--- config.mk ---
export PLATFORM = sky130hd
export DESIGN_NAME = pick_stack_with_purge
export DESIGN_NICKNAME = d
export VERILOG_FILES = /design/src/psp_pkg.sv /design/src/pick_stack_with_purge.sv /design/src/psp_cell.sv
export SDC_FILE = /design/constraint.sdc
export NUM_CORES = 2
export LEC_CHECK = 0
export BUFFER_PORTS_ARGS = -buffer_cell sky130_fd_sc_hd__buf_2
export CAP_MARGIN = 20
export CORE_UTILIZATION = 39
export DETAILED_ROUTE_END_ITERATION = 16
export HOLD_SLACK_MARGIN = 0.03
export SKIP_LAST_GASP = 1
export SYNTH_ARGS = -nofsm -noshare
export SYNTH_HDL_FRONTEND = slang
export SYNTH_HIERARCHICAL = 1
export SYNTH_SLANG_ARGS = --single-unit
--- constraint.sdc ---
create_clock -name clk -period 5.9 [get_ports clk]
set_input_delay 0 -clock clk [delete_from_list [all_inputs] [get_ports clk]]
set_output_delay 0 -clock clk [all_outputs]
set_load 0.03 [all_outputs]
--- src/psp_pkg.sv ---
// Package for the pick stack: operation codes, field selectors and cell control types.
`timescale 1ns / 1ps

package psp_pkg;

  typedef enum logic [2:0] {
    OP_PUSH          = 3'd0,
    OP_POP           = 3'd1,
    OP_PEEK          = 3'd2,
    OP_PURGE_MOL     = 3'd3,
    OP_PURGE_RES     = 3'd4,
    OP_PURGE_ATOM    = 3'd5,
    OP_CLEAR         = 3'd6,
    OP_CONTAINS_RES  = 3'd7
  } op_t;

  typedef enum logic [1:0] {
    FLD_ATOM,
    FLD_RESIDUE,
    FLD_MOLECULE
  } field_t;

  typedef enum logic [1:0] {
    CELL_HOLD,
    CELL_UP,
    CELL_DOWN,
    CELL_ROT
  } cell_op_t;

  typedef struct packed {
    cell_op_t op;
    logic     keep;
  } cell_ctl_t;

  typedef enum logic {
    ST_IDLE,
    ST_SCAN
  } state_t;

endpackage

--- src/pick_stack_with_purge.sv ---
// Top level of the pick stack: command decode, scan sequencer and the row of cells.
//
//  channel  | signals                                          | transfer
//  ---------+--------------------------------------------------+---------------------------
//  command  | start, operation, *_handle, handles_valid, busy  | start high while busy low
//  result   | done, top_*, found, size_changed, entry_count,   | done high, one cycle,
//           | overflow                                         | cannot be held off
//
// Cell 0 holds the top of the stack. Push, pop, peek and clear, and purge and contains
// on an empty stack, finish when taken and their result is strobed on the following
// cycle. Otherwise purge and contains rotate the occupied cells through cell 0 once,
// one entry a cycle, keeping busy high throughout, and strobe the result the cycle after.
// Reset empties the stack at once; there is no clearing pass.
`timescale 1ns / 1ps

module pick_stack_with_purge #(
  parameter int STACK_DEPTH  = 16,
  parameter int HANDLE_WIDTH = 16
) (
  input  logic                                 clk,
  input  logic                                 rst,
  input  logic                                 start,
  output logic                                 busy,
  input  logic [2:0]                           operation,
  input  logic [HANDLE_WIDTH-1:0]              atom_handle,
  input  logic [HANDLE_WIDTH-1:0]              residue_handle,
  input  logic [HANDLE_WIDTH-1:0]              molecule_handle,
  input  logic                                 handles_valid,
  output logic                                 done,
  output logic [HANDLE_WIDTH-1:0]              top_atom,
  output logic [HANDLE_WIDTH-1:0]              top_residue,
  output logic [HANDLE_WIDTH-1:0]              top_molecule,
  output logic                                 found,
  output logic                                 size_changed,
  output logic [$clog2(STACK_DEPTH+1)-1:0]     entry_count,
  output logic                                 overflow
);

  localparam int HW = HANDLE_WIDTH;
  localparam int EW = 3 * HANDLE_WIDTH;
  localparam int CW = $clog2(STACK_DEPTH + 1);

  psp_pkg::state_t    state, state_next;
  psp_pkg::op_t       op;
  psp_pkg::cell_ctl_t cell_ctl;

  logic [EW-1:0] cell_entry [STACK_DEPTH];
  logic [EW-1:0] push_entry;
  logic [EW-1:0] head;
  logic [HW-1:0] head_atom, head_residue, head_molecule;

  logic [CW-1:0] occ, occ_next;
  logic [CW-1:0] remain, remain_next;
  logic [CW-1:0] win, win_next;
  logic [CW-1:0] ins_index;
  logic          hit, hit_next;
  logic [HW-1:0] key, key_next;
  psp_pkg::field_t kind, kind_next;
  logic          contains, contains_next;

  logic          accept, scan_req, last_step, head_match, keep_step;

  logic          done_next;
  logic [HW-1:0] top_atom_next, top_residue_next, top_molecule_next;
  logic          found_next, size_changed_next, overflow_next;
  logic [CW-1:0] entry_count_next;

  assign op         = psp_pkg::op_t'(operation);
  assign accept     = start && (state == psp_pkg::ST_IDLE);
  assign push_entry = {atom_handle, residue_handle, molecule_handle};
  assign head       = cell_entry[0];
  assign head_atom     = head[EW-1 -: HW];
  assign head_residue  = head[2*HW-1 -: HW];
  assign head_molecule = head[HW-1:0];
  assign last_step  = (remain == CW'(1));
  assign ins_index  = win - CW'(1);

  assign scan_req = (occ != '0) &&
                    ((op == psp_pkg::OP_PURGE_MOL) || (op == psp_pkg::OP_PURGE_RES) ||
                     (op == psp_pkg::OP_PURGE_ATOM) || (op == psp_pkg::OP_CONTAINS_RES));

  always_comb begin
    case (kind)
      psp_pkg::FLD_ATOM:    head_match = (head_atom == key);
      psp_pkg::FLD_RESIDUE: head_match = (head_residue == key);
      default:              head_match = (head_molecule == key);
    endcase
  end

  assign keep_step = contains || !head_match;

  // Next state.
  always_comb begin
    state_next = state;
    case (state)
      psp_pkg::ST_IDLE: begin
        if (accept && scan_req) begin
          state_next = psp_pkg::ST_SCAN;
        end
      end
      psp_pkg::ST_SCAN: begin
        if (last_step) begin
          state_next = psp_pkg::ST_IDLE;
        end
      end
      default: state_next = psp_pkg::ST_IDLE;
    endcase
  end

  // State outputs.
  always_comb begin
    case (state)
      psp_pkg::ST_SCAN: busy = 1'b1;
      default:          busy = 1'b0;
    endcase
  end

  // Datapath control and result formation.
  always_comb begin
    cell_ctl.op       = psp_pkg::CELL_HOLD;
    cell_ctl.keep     = 1'b0;
    occ_next          = occ;
    remain_next       = remain;
    win_next          = win;
    hit_next          = hit;
    key_next          = key;
    kind_next         = kind;
    contains_next     = contains;
    done_next         = 1'b0;
    top_atom_next     = '0;
    top_residue_next  = '0;
    top_molecule_next = '0;
    found_next        = 1'b0;
    size_changed_next = 1'b0;
    overflow_next     = 1'b0;
    entry_count_next  = occ;

    if (state == psp_pkg::ST_SCAN) begin
      cell_ctl.op   = psp_pkg::CELL_ROT;
      cell_ctl.keep = keep_step;
      win_next      = keep_step ? win : (win - CW'(1));
      hit_next      = hit || (contains && head_match);
      remain_next   = remain - CW'(1);
      if (last_step) begin
        done_next         = 1'b1;
        occ_next          = win_next;
        entry_count_next  = win_next;
        size_changed_next = (win_next != occ);
        found_next        = hit_next;
      end
    end else if (accept) begin
      done_next     = !scan_req;
      remain_next   = occ;
      win_next      = occ;
      hit_next      = 1'b0;
      contains_next = (op == psp_pkg::OP_CONTAINS_RES);
      case (op)
        psp_pkg::OP_PUSH: begin
          if (handles_valid) begin
            if (occ < CW'(STACK_DEPTH)) begin
              cell_ctl.op       = psp_pkg::CELL_UP;
              occ_next          = occ + CW'(1);
              size_changed_next = 1'b1;
            end else begin
              overflow_next = 1'b1;
            end
          end
        end
        psp_pkg::OP_POP, psp_pkg::OP_PEEK: begin
          if (occ != '0) begin
            top_atom_next     = head_atom;
            top_residue_next  = head_residue;
            top_molecule_next = head_molecule;
            found_next        = 1'b1;
            if (op == psp_pkg::OP_POP) begin
              cell_ctl.op       = psp_pkg::CELL_DOWN;
              occ_next          = occ - CW'(1);
              size_changed_next = 1'b1;
            end
          end
        end
        psp_pkg::OP_PURGE_MOL: begin
          key_next  = molecule_handle;
          kind_next = psp_pkg::FLD_MOLECULE;
        end
        psp_pkg::OP_PURGE_RES, psp_pkg::OP_CONTAINS_RES: begin
          key_next  = residue_handle;
          kind_next = psp_pkg::FLD_RESIDUE;
        end
        psp_pkg::OP_PURGE_ATOM: begin
          key_next  = atom_handle;
          kind_next = psp_pkg::FLD_ATOM;
        end
        psp_pkg::OP_CLEAR: begin
          occ_next          = '0;
          size_changed_next = (occ != '0);
        end
        default: begin
          key_next = key;
        end
      endcase
      entry_count_next = occ_next;
    end
  end

  always_ff @(posedge clk) begin
    if (rst) begin
      state <= psp_pkg::ST_IDLE;
      occ   <= '0;
      done  <= 1'b0;
    end else begin
      state <= state_next;
      occ   <= occ_next;
      done  <= done_next;
    end
  end

  always_ff @(posedge clk) begin
    remain       <= remain_next;
    win          <= win_next;
    hit          <= hit_next;
    key          <= key_next;
    kind         <= kind_next;
    contains     <= contains_next;
    top_atom     <= top_atom_next;
    top_residue  <= top_residue_next;
    top_molecule <= top_molecule_next;
    found        <= found_next;
    size_changed <= size_changed_next;
    overflow     <= overflow_next;
    entry_count  <= entry_count_next;
  end

  // Row of cells; the bottom cell reloads itself when the stack shifts towards the top.
  for (genvar i = 0; i < STACK_DEPTH; i++) begin : g_cell
    logic [EW-1:0] prev_e, next_e;
    if (i == 0) begin : g_first
      assign prev_e = push_entry;
    end else begin : g_mid_prev
      assign prev_e = cell_entry[i-1];
    end
    if (i == STACK_DEPTH - 1) begin : g_last
      assign next_e = cell_entry[i];
    end else begin : g_mid_next
      assign next_e = cell_entry[i+1];
    end
    psp_cell #(
      .ENTRY_WIDTH (EW),
      .COUNT_WIDTH (CW),
      .INDEX       (i)
    ) u_cell (
      .clk        (clk),
      .ctl        (cell_ctl),
      .ins_index  (ins_index),
      .prev_entry (prev_e),
      .next_entry (next_e),
      .head_entry (head),
      .entry      (cell_entry[i])
    );
  end

  a_occ_bound: assert property (@(posedge clk) disable iff (rst)
    occ <= CW'(STACK_DEPTH))
    else $error("occupancy exceeds stack depth");

  a_window: assert property (@(posedge clk) disable iff (rst)
    busy |-> (win >= remain) && (remain != '0) && (win <= occ))
    else $error("scan window inconsistent with remaining steps");

  a_done_idle: assert property (@(posedge clk) disable iff (rst)
    done |-> !busy)
    else $error("result strobed while a scan is running");

  a_overflow_full: assert property (@(posedge clk) disable iff (rst)
    (done && overflow) |-> (entry_count == CW'(STACK_DEPTH)) && !size_changed)
    else $error("overflow reported on a stack that is not full");

  a_empty_pop: assert property (@(posedge clk) disable iff (rst)
    (start && !busy && (operation == psp_pkg::OP_POP) && (occ == '0))
      |=> done && !found && !size_changed)
    else $error("pop of an empty stack changed state");

endmodule

--- src/psp_cell.sv ---
// One stack cell: holds a single entry and loads from its neighbours or the head.
`timescale 1ns / 1ps

module psp_cell #(
  parameter int ENTRY_WIDTH = 48,
  parameter int COUNT_WIDTH = 5,
  parameter int INDEX       = 0
) (
  input  logic                   clk,
  input  psp_pkg::cell_ctl_t     ctl,
  input  logic [COUNT_WIDTH-1:0] ins_index,
  input  logic [ENTRY_WIDTH-1:0] prev_entry,
  input  logic [ENTRY_WIDTH-1:0] next_entry,
  input  logic [ENTRY_WIDTH-1:0] head_entry,
  output logic [ENTRY_WIDTH-1:0] entry
);

  logic [ENTRY_WIDTH-1:0] entry_next;

  always_comb begin
    case (ctl.op)
      psp_pkg::CELL_UP:   entry_next = prev_entry;
      psp_pkg::CELL_DOWN: entry_next = next_entry;
      psp_pkg::CELL_ROT: begin
        // The cell at the back of the window takes the departing head when it is kept.
        if (ctl.keep && (ins_index == COUNT_WIDTH'(INDEX))) begin
          entry_next = head_entry;
        end else begin
          entry_next = next_entry;
        end
      end
      default:            entry_next = entry;
    endcase
  end

  always_ff @(posedge clk) begin
    entry <= entry_next;
  end

endmodule

# Word level (Yosys, flattened, before mapping)
# Cells that the tools add are included.
[totals]
register_bits = 861
word_cells = 197
inputBits = 55
output_inout_bits = 58
[classes]
eq_ne = 33
order_cmp = 1
add_sub_neg = 4
n_mux = 78
n_bitwise = 6
n_reduce_logical = 43
[ops]
columns = ["operator", "count"]
rows = [
  ["48-bit one-hot mux with 3 select lines", 15],
  ["48-bit two-way mux", 16],
  ["48-bit one-hot mux with 2 select lines", 1],
  ["5-bit two-way mux", 11],
  ["16-bit equality test", 3],
  ["16-bit one-hot mux with 3 select lines", 1],
  ["5-bit by 4-bit equality test with 1-bit output, second input constant", 8],
  ["1-bit two-way mux", 24],
  ["5-bit by 3-bit equality test with 1-bit output, second input constant", 4],
  ["1-bit logical AND", 20],
  ["5-bit one-hot mux with 3 select lines", 1],
  ["5-bit by 1-bit subtractor with 5-bit output, second input constant", 3],
  ["3-bit equality test, second input constant", 4],
  ["5-bit by 1-bit equality test with 1-bit output, second input constant", 2],
  ["5-bit by 2-bit equality test with 1-bit output, second input constant", 2],
  ["2-bit two-way mux", 4],
  ["4-bit OR reduction", 2],
  ["3-bit by 2-bit equality test with 1-bit output, second input constant", 2],
  ["1-bit NOT", 6],
  ["2-bit one-hot mux with 3 select lines", 1],
  ["2-bit AND reduction", 3],
  ["3-bit nonzero test", 2],
  ["5-bit by 1-bit adder with 5-bit output, second input constant", 1],
  ["5-bit logical NOT", 1],
  ["other kinds (18)", 28],
]

# Depth between registers and ports, before layout
[logic_depth]
ltp_word = 9
ltp_mapped = 15
ltp_nobuf = 10

# Modules after synthesis
# The synthesis kept the hierarchy.
[modules_own_cells]
columns = ["module", "instances", "seq_area_each_um2", "area_per_inst_um2", "cells_per_inst"]
rows = [
  ["psp_cell (g_cell[10].u_cell ...)", 4, 1441.4, 2925.3, 323],
  ["psp_cell (g_cell[1].u_cell ...)", 2, 1441.4, 2872.8, 324],
  ["psp_cell (g_cell[11].u_cell ...)", 2, 1441.4, 2867.8, 306],
  ["psp_cell (g_cell[4].u_cell ...)", 2, 1441.4, 2827.7, 300],
  ["psp_cell (g_cell[13].u_cell ...)", 2, 1441.4, 2683.8, 281],
  ["pick_stack_with_purge", 1, 2162.1, 4737.0, 478],
  ["psp_cell (g_cell[0].u_cell)", 1, 1441.4, 2924.1, 317],
  ["psp_cell (g_cell[3].u_cell)", 1, 1441.4, 2921.6, 318],
  ["psp_cell (g_cell[15].u_cell)", 1, 1441.4, 2911.5, 322],
  ["psp_cell (g_cell[12].u_cell)", 1, 1441.4, 2751.4, 281],
]

# Worst setup path after synthesis
# No wires, ideal clock.
[synth_path]
path_kind = "register to register"
from = "reg win[0]"
to = "reg g_cell[1].u_cell.entry[0], data pin"
path_buffers = 2
setup_ps = 261
arrival_time_ps = 3722
path_stages_with_launch = 9
setup_slack_ps = 1918
path_cell_list = "edfxtp_1 inv_1 ha_1 xor2_1 nand4bb_1 buf_2 clkbuf_1 o31a_1 a21oi_1"
[synth_via]
elab_chain_len = 5
[synth_lines]
columns = ["element", "line", "rtl"]
rows = [
  ["start: declaration", "pick_stack_with_purge.sv:54", "logic [CW-1:0] win, win_next;"],
  ["start signal: assignment", "pick_stack_with_purge.sv:220", "win <= win_next;"],
  ["5-bit by 1-bit subtractor with 5-bit output", "pick_stack_with_purge.sv:76", "assign ins_index = win - CW'(1);"],
  ["named net ins_index[0]", "pick_stack_with_purge.sv:55", "logic [CW-1:0] ins_index;"],
  ["5-bit by 1-bit equality test with 1-bit output", "psp_cell.sv:26", "if (ctl.keep && (ins_index == COUNT_WIDTH'(INDEX))) begin"],
  ["1-bit logical AND", "psp_cell.sv:26", ""],
  ["48-bit two-way mux", "psp_cell.sv:26", ""],
  ["48-bit one-hot mux with 3 select lines", "psp_cell.sv:21", "case (ctl.op)"],
  ["named net g_cell[1].u_cell.entry_next[0]", "psp_cell.sv:18", "logic [ENTRY_WIDTH-1:0] entry_next;"],
  ["end signal: assignment", "psp_cell.sv:37", "entry <= entry_next;"],
  ["end: declaration", "psp_cell.sv:15", "output logic [ENTRY_WIDTH-1:0] entry"],
]
# The timed path passes the listed nets, and every way through them passes these cells.
# A chain may end at the register's enable or synchronous reset.

==> out/qor.json <==
{
  "status": "complete, no violations",
  "ctsResizeCount": 0,
  "grt_pass1_vias": 42100,
  "mappedNetlistNets": 5490,
  "yosysWarningCount": 6,
  "route.detailed.drc": 0,
  "core_region_area_um2": 128000,
  "dieHeight_um": 362,
  "place.port_buffers": 112,
  "floorplan.die_area_um2": 131000,
  "synth_fa_ha_area_frac": 0.00124,
  "vias_per_cell": 6.16,
  "max_cap_violations": 0,
  "drt-initial-drc-count": 5374,
  "setup_violations": 0,
  "ys_seq_elements": 861,
  "antenna_violations_before_repair": 2,
  "worstPathCellList": "mux2i_1, a211oi_1, or4_4, nor4_4, nand3b_4, and2_2, buf_4, nand4bb_4, buf_4, o31a_1, a21oi_1",
  "vdd_drop_max_mv": 0.187,
  "ff2ff_setup_slack_ns": 1.06,
  "arr_time_crit_path_ns": 5.29,
  "clk_path_buf_depth": 3,
  "tritoncts": "yes",
  "synth_top_family_by_area": "compound AO/OA/AOI/OAI gates",
  "min-delay-path-class": "input port to flip-flop",
  "final_util": 0.435,
  "timing.final.crit_share": 0.820,
  "htree_num_levels": 3,
  "setup.worst_path.class": "flip-flop to flip-flop",
  "async_reset_ff_frac": 0,
  "rr_worst_depth": 11,
  "power.leakage_nw": 19.6,
  "first_pass_grt_wire_length_mm": 260,
  "synth.mux.area_fraction": 0.00625,
  "design.final.nets": 5348,
  "final_report_max_slew_violation_count": 0,
  "startpoint": "kind[0]",
  "layout.filler_cells": 12400,
  "fraction_of_final_layout_cells_sized_beyond_drive_strength_1": 0.0905,
  "grt_start_max_net_pins": 197,
  "mappedNetlistArea_um2": 50500,
  "global_route.usage.total": 0.253,
  "die_x_um": 362,
  "place_hpwl_mm": 102,
  "cp_common_cell": "sky130_fd_sc_hd__buf_4",
  "r2r_end": "g_cell[0].u_cell/entry[10]",
  "max_freq_ghz": 0.207,
  "cts.repair_timing.setup_buffer_count": 0,
  "final_period_minus_worst_setup_slack_ns": 4.84,
  "synth-simple-area-share": 0.128,
  "worst_setup_path_end_kind": "flip-flop",
  "cts.clk_slew.worst_paths_ns": 0.06,
  "start_util": 0.394,
  "aggregate_routed_wire_length_mm": 172,
  "area_delta_synth_final_pct": 10.5,
  "cts_num_sinks": 861,
  "seqCellArea_um2": 25200,
  "syn-instance-count": 5430,
  "crit_path_max_incr_delay_ns": 0.98,
  "design.portCount": 113,
  "dpl.cell_count": 6843,
  "critical-path-slowest-cell": "sky130_fd_sc_hd__edfxtp_1",
  "detail-route-antenna-nets": 0,
  "worst_ep_required_time_ns": 6.35,
  "reg2reg_from": "kind[0]",
  "synth_edf_count": 798,
  "cp-start-kind": "flip-flop",
  "timing.slew.headroom": 0.239,
  "synth_compound_area_frac": 0.266,
  "post_layout_nonfiller_instances": 7099,
  "mostFrequentLayoutCell": "sky130_fd_sc_hd__edfxtp_1",
  "layout.cells.most_common_list": "sky130_fd_sc_hd__edfxtp_1, sky130_fd_sc_hd__nor2_1, sky130_fd_sc_hd__a21oi_1",
  "final_hold_violating_endpoints": 0,
  "fin_skew_ns": 0.0306,
  "tns_ns": 0,
  "timing_worst_slew_pin_value_ns": 1.13,
  "post_detailed_placement_cell_area_um2": 51800,
  "cts-root-buf": "sky130_fd_sc_hd__clkbuf_16",
  "post_drt_wl_per_cell_um": 24.3,
  "mapped_avg_cell_area_um2": 9.29,
  "grt_remaining_overflow": 0,
  "rows": 131,
  "synth.yosys.seq_area_share": 0.500,
  "rsz0062_at_grt": "false",
  "first_pass_iters": 6,
  "yosys.area_share.xor_xnor": 0.00260,
  "design_area_um2": 55700,
  "gp_routability_congestion": 0.889,
  "multiInputGateArea_um2": 20600,
  "via_count": 43700,
  "synth_cell_types": 67,
  "cts_hold_buf": 70,
  "crit_fanout": 38,
  "timing.critical_path.to": "g_cell[0].u_cell/entry[10]",
  "power.density_nw_per_um2": 252,
  "synthFlopType": "sky130_fd_sc_hd__edfxtp_1",
  "clock_latency_ns": 0.71,
  "cts-buffers-inserted": 100
}
-- kinds of logic (layout without fill, tap and decap cells) --
| group | Yosys count | after routing |
|---|---|---|
| AO/OA/AOI/OAI | 2159 | 2159 |
| AND/OR/NAND/NOR | 1273 | 1273 |
| buffers and inverters | 1087 | 1026 |
| flip-flops | 861 | 861 |
| multiplexers | 30 | 30 |
| XOR/XNOR | 15 | 15 |
| adder cells (fa/ha/maj) | 5 | 5 |
| other | 0 | 1 |
-- per-layer routing --
| layer | global-route usage | up-vias | part of all wire |
|---|---|---|---|
| met5 | 0 | - | 0 |
| met2 | 0.408 | 1907 | 0.47 |
| met1 | 0.347 | 21800 | 0.43 |
| met4 | 0.0901 | 0 | 0.033 |
| met3 | 0.0330 | 341 | 0.075 |
| li1 | - | 19700 | - |
-- cell usage after synthesis (25+ instances only) --
library cell	count	area, um^2
sky130_fd_sc_hd__a22o_1	25	219
sky130_fd_sc_hd__nor2_1	795	2980
sky130_fd_sc_hd__nand4_1	151	945
sky130_fd_sc_hd__and3_1	49	307
sky130_fd_sc_hd__dfxtp_1	63	1260
sky130_fd_sc_hd__nand4b_1	113	990
sky130_fd_sc_hd__a21oi_1	535	2680
sky130_fd_sc_hd__edfxtp_1	798	24000
sky130_fd_sc_hd__a31oi_1	254	1590
sky130_fd_sc_hd__buf_2	86	430
sky130_fd_sc_hd__o21ai_1	257	1290
sky130_fd_sc_hd__o31a_1	513	4490
sky130_fd_sc_hd__nand2_1	39	146
sky130_fd_sc_hd__buf_6	69	777
sky130_fd_sc_hd__clkbuf_1	364	1370
sky130_fd_sc_hd__inv_1	526	1970
sky130_fd_sc_hd__o21ai_0	496	2480
-- where the power goes --
group          total, W  internal [W]  switching [W]
Combinational   0.00101      0.000290       0.000720
Sequential      0.00683       0.00676      0.0000776
Clock           0.00621       0.00353        0.00268
Total            0.0140        0.0106        0.00348
-- stage by stage --
stage / setup slack, ns / power, W / hold WS, ns
CTS: 1.09 / 0.0141 / 0.0993
global route: 0.836 / 0.0144 / 0.138
detailed placement: 1.14 / 0.00789 / 0.306
global placement: 1.25 / 0.00788 / 0.305
finish: 1.06 / 0.0140 / 0.137
floorplan: 1.92 / 0.00756 / 0.0691
-- cell type report --
class                      instances  share of cell area
sequential                       861               0.453
antenna                            1           0.0000449
clock inverter                    51             0.00626
inverter                         527              0.0355
timing repair buffer             316              0.0464
multi-input combinational       3482               0.369
tap                             1729              0.0388
clock buffer                     132              0.0512
-- flip-flops by register name, indices dropped and copies added, names as in the netlist, 16 cells and up --
signal,cells
g_cell.u_cell/entry,768
top_atom,16
key,16
top_molecule,16
top_residue,16
-- worst max-delay path, delay by kind of cell (launching register included) --
kind	cells	cell delay [ns]
AO/OA/AOI/OAI	3	0.37
buffers and inverters	2	0.73
flip-flops	1	0.98
multiplexers	1	0.33
AND/OR/NAND/NOR	5	2.13
-- how the worst min path moves through the flow --
stage,startpoint,to,slack [ns],depth (start not counted)
CTS,rst,done,0.1,3
floorplan,rst,done,0.07,1
finish,rst,occ[2],0.14,3
global placement,rst,state,0.30,2
global route,rst,occ[2],0.14,3
detailed placement,rst,occ[1],0.31,2
No activity file was read; power rests on OpenSTA's default activity.
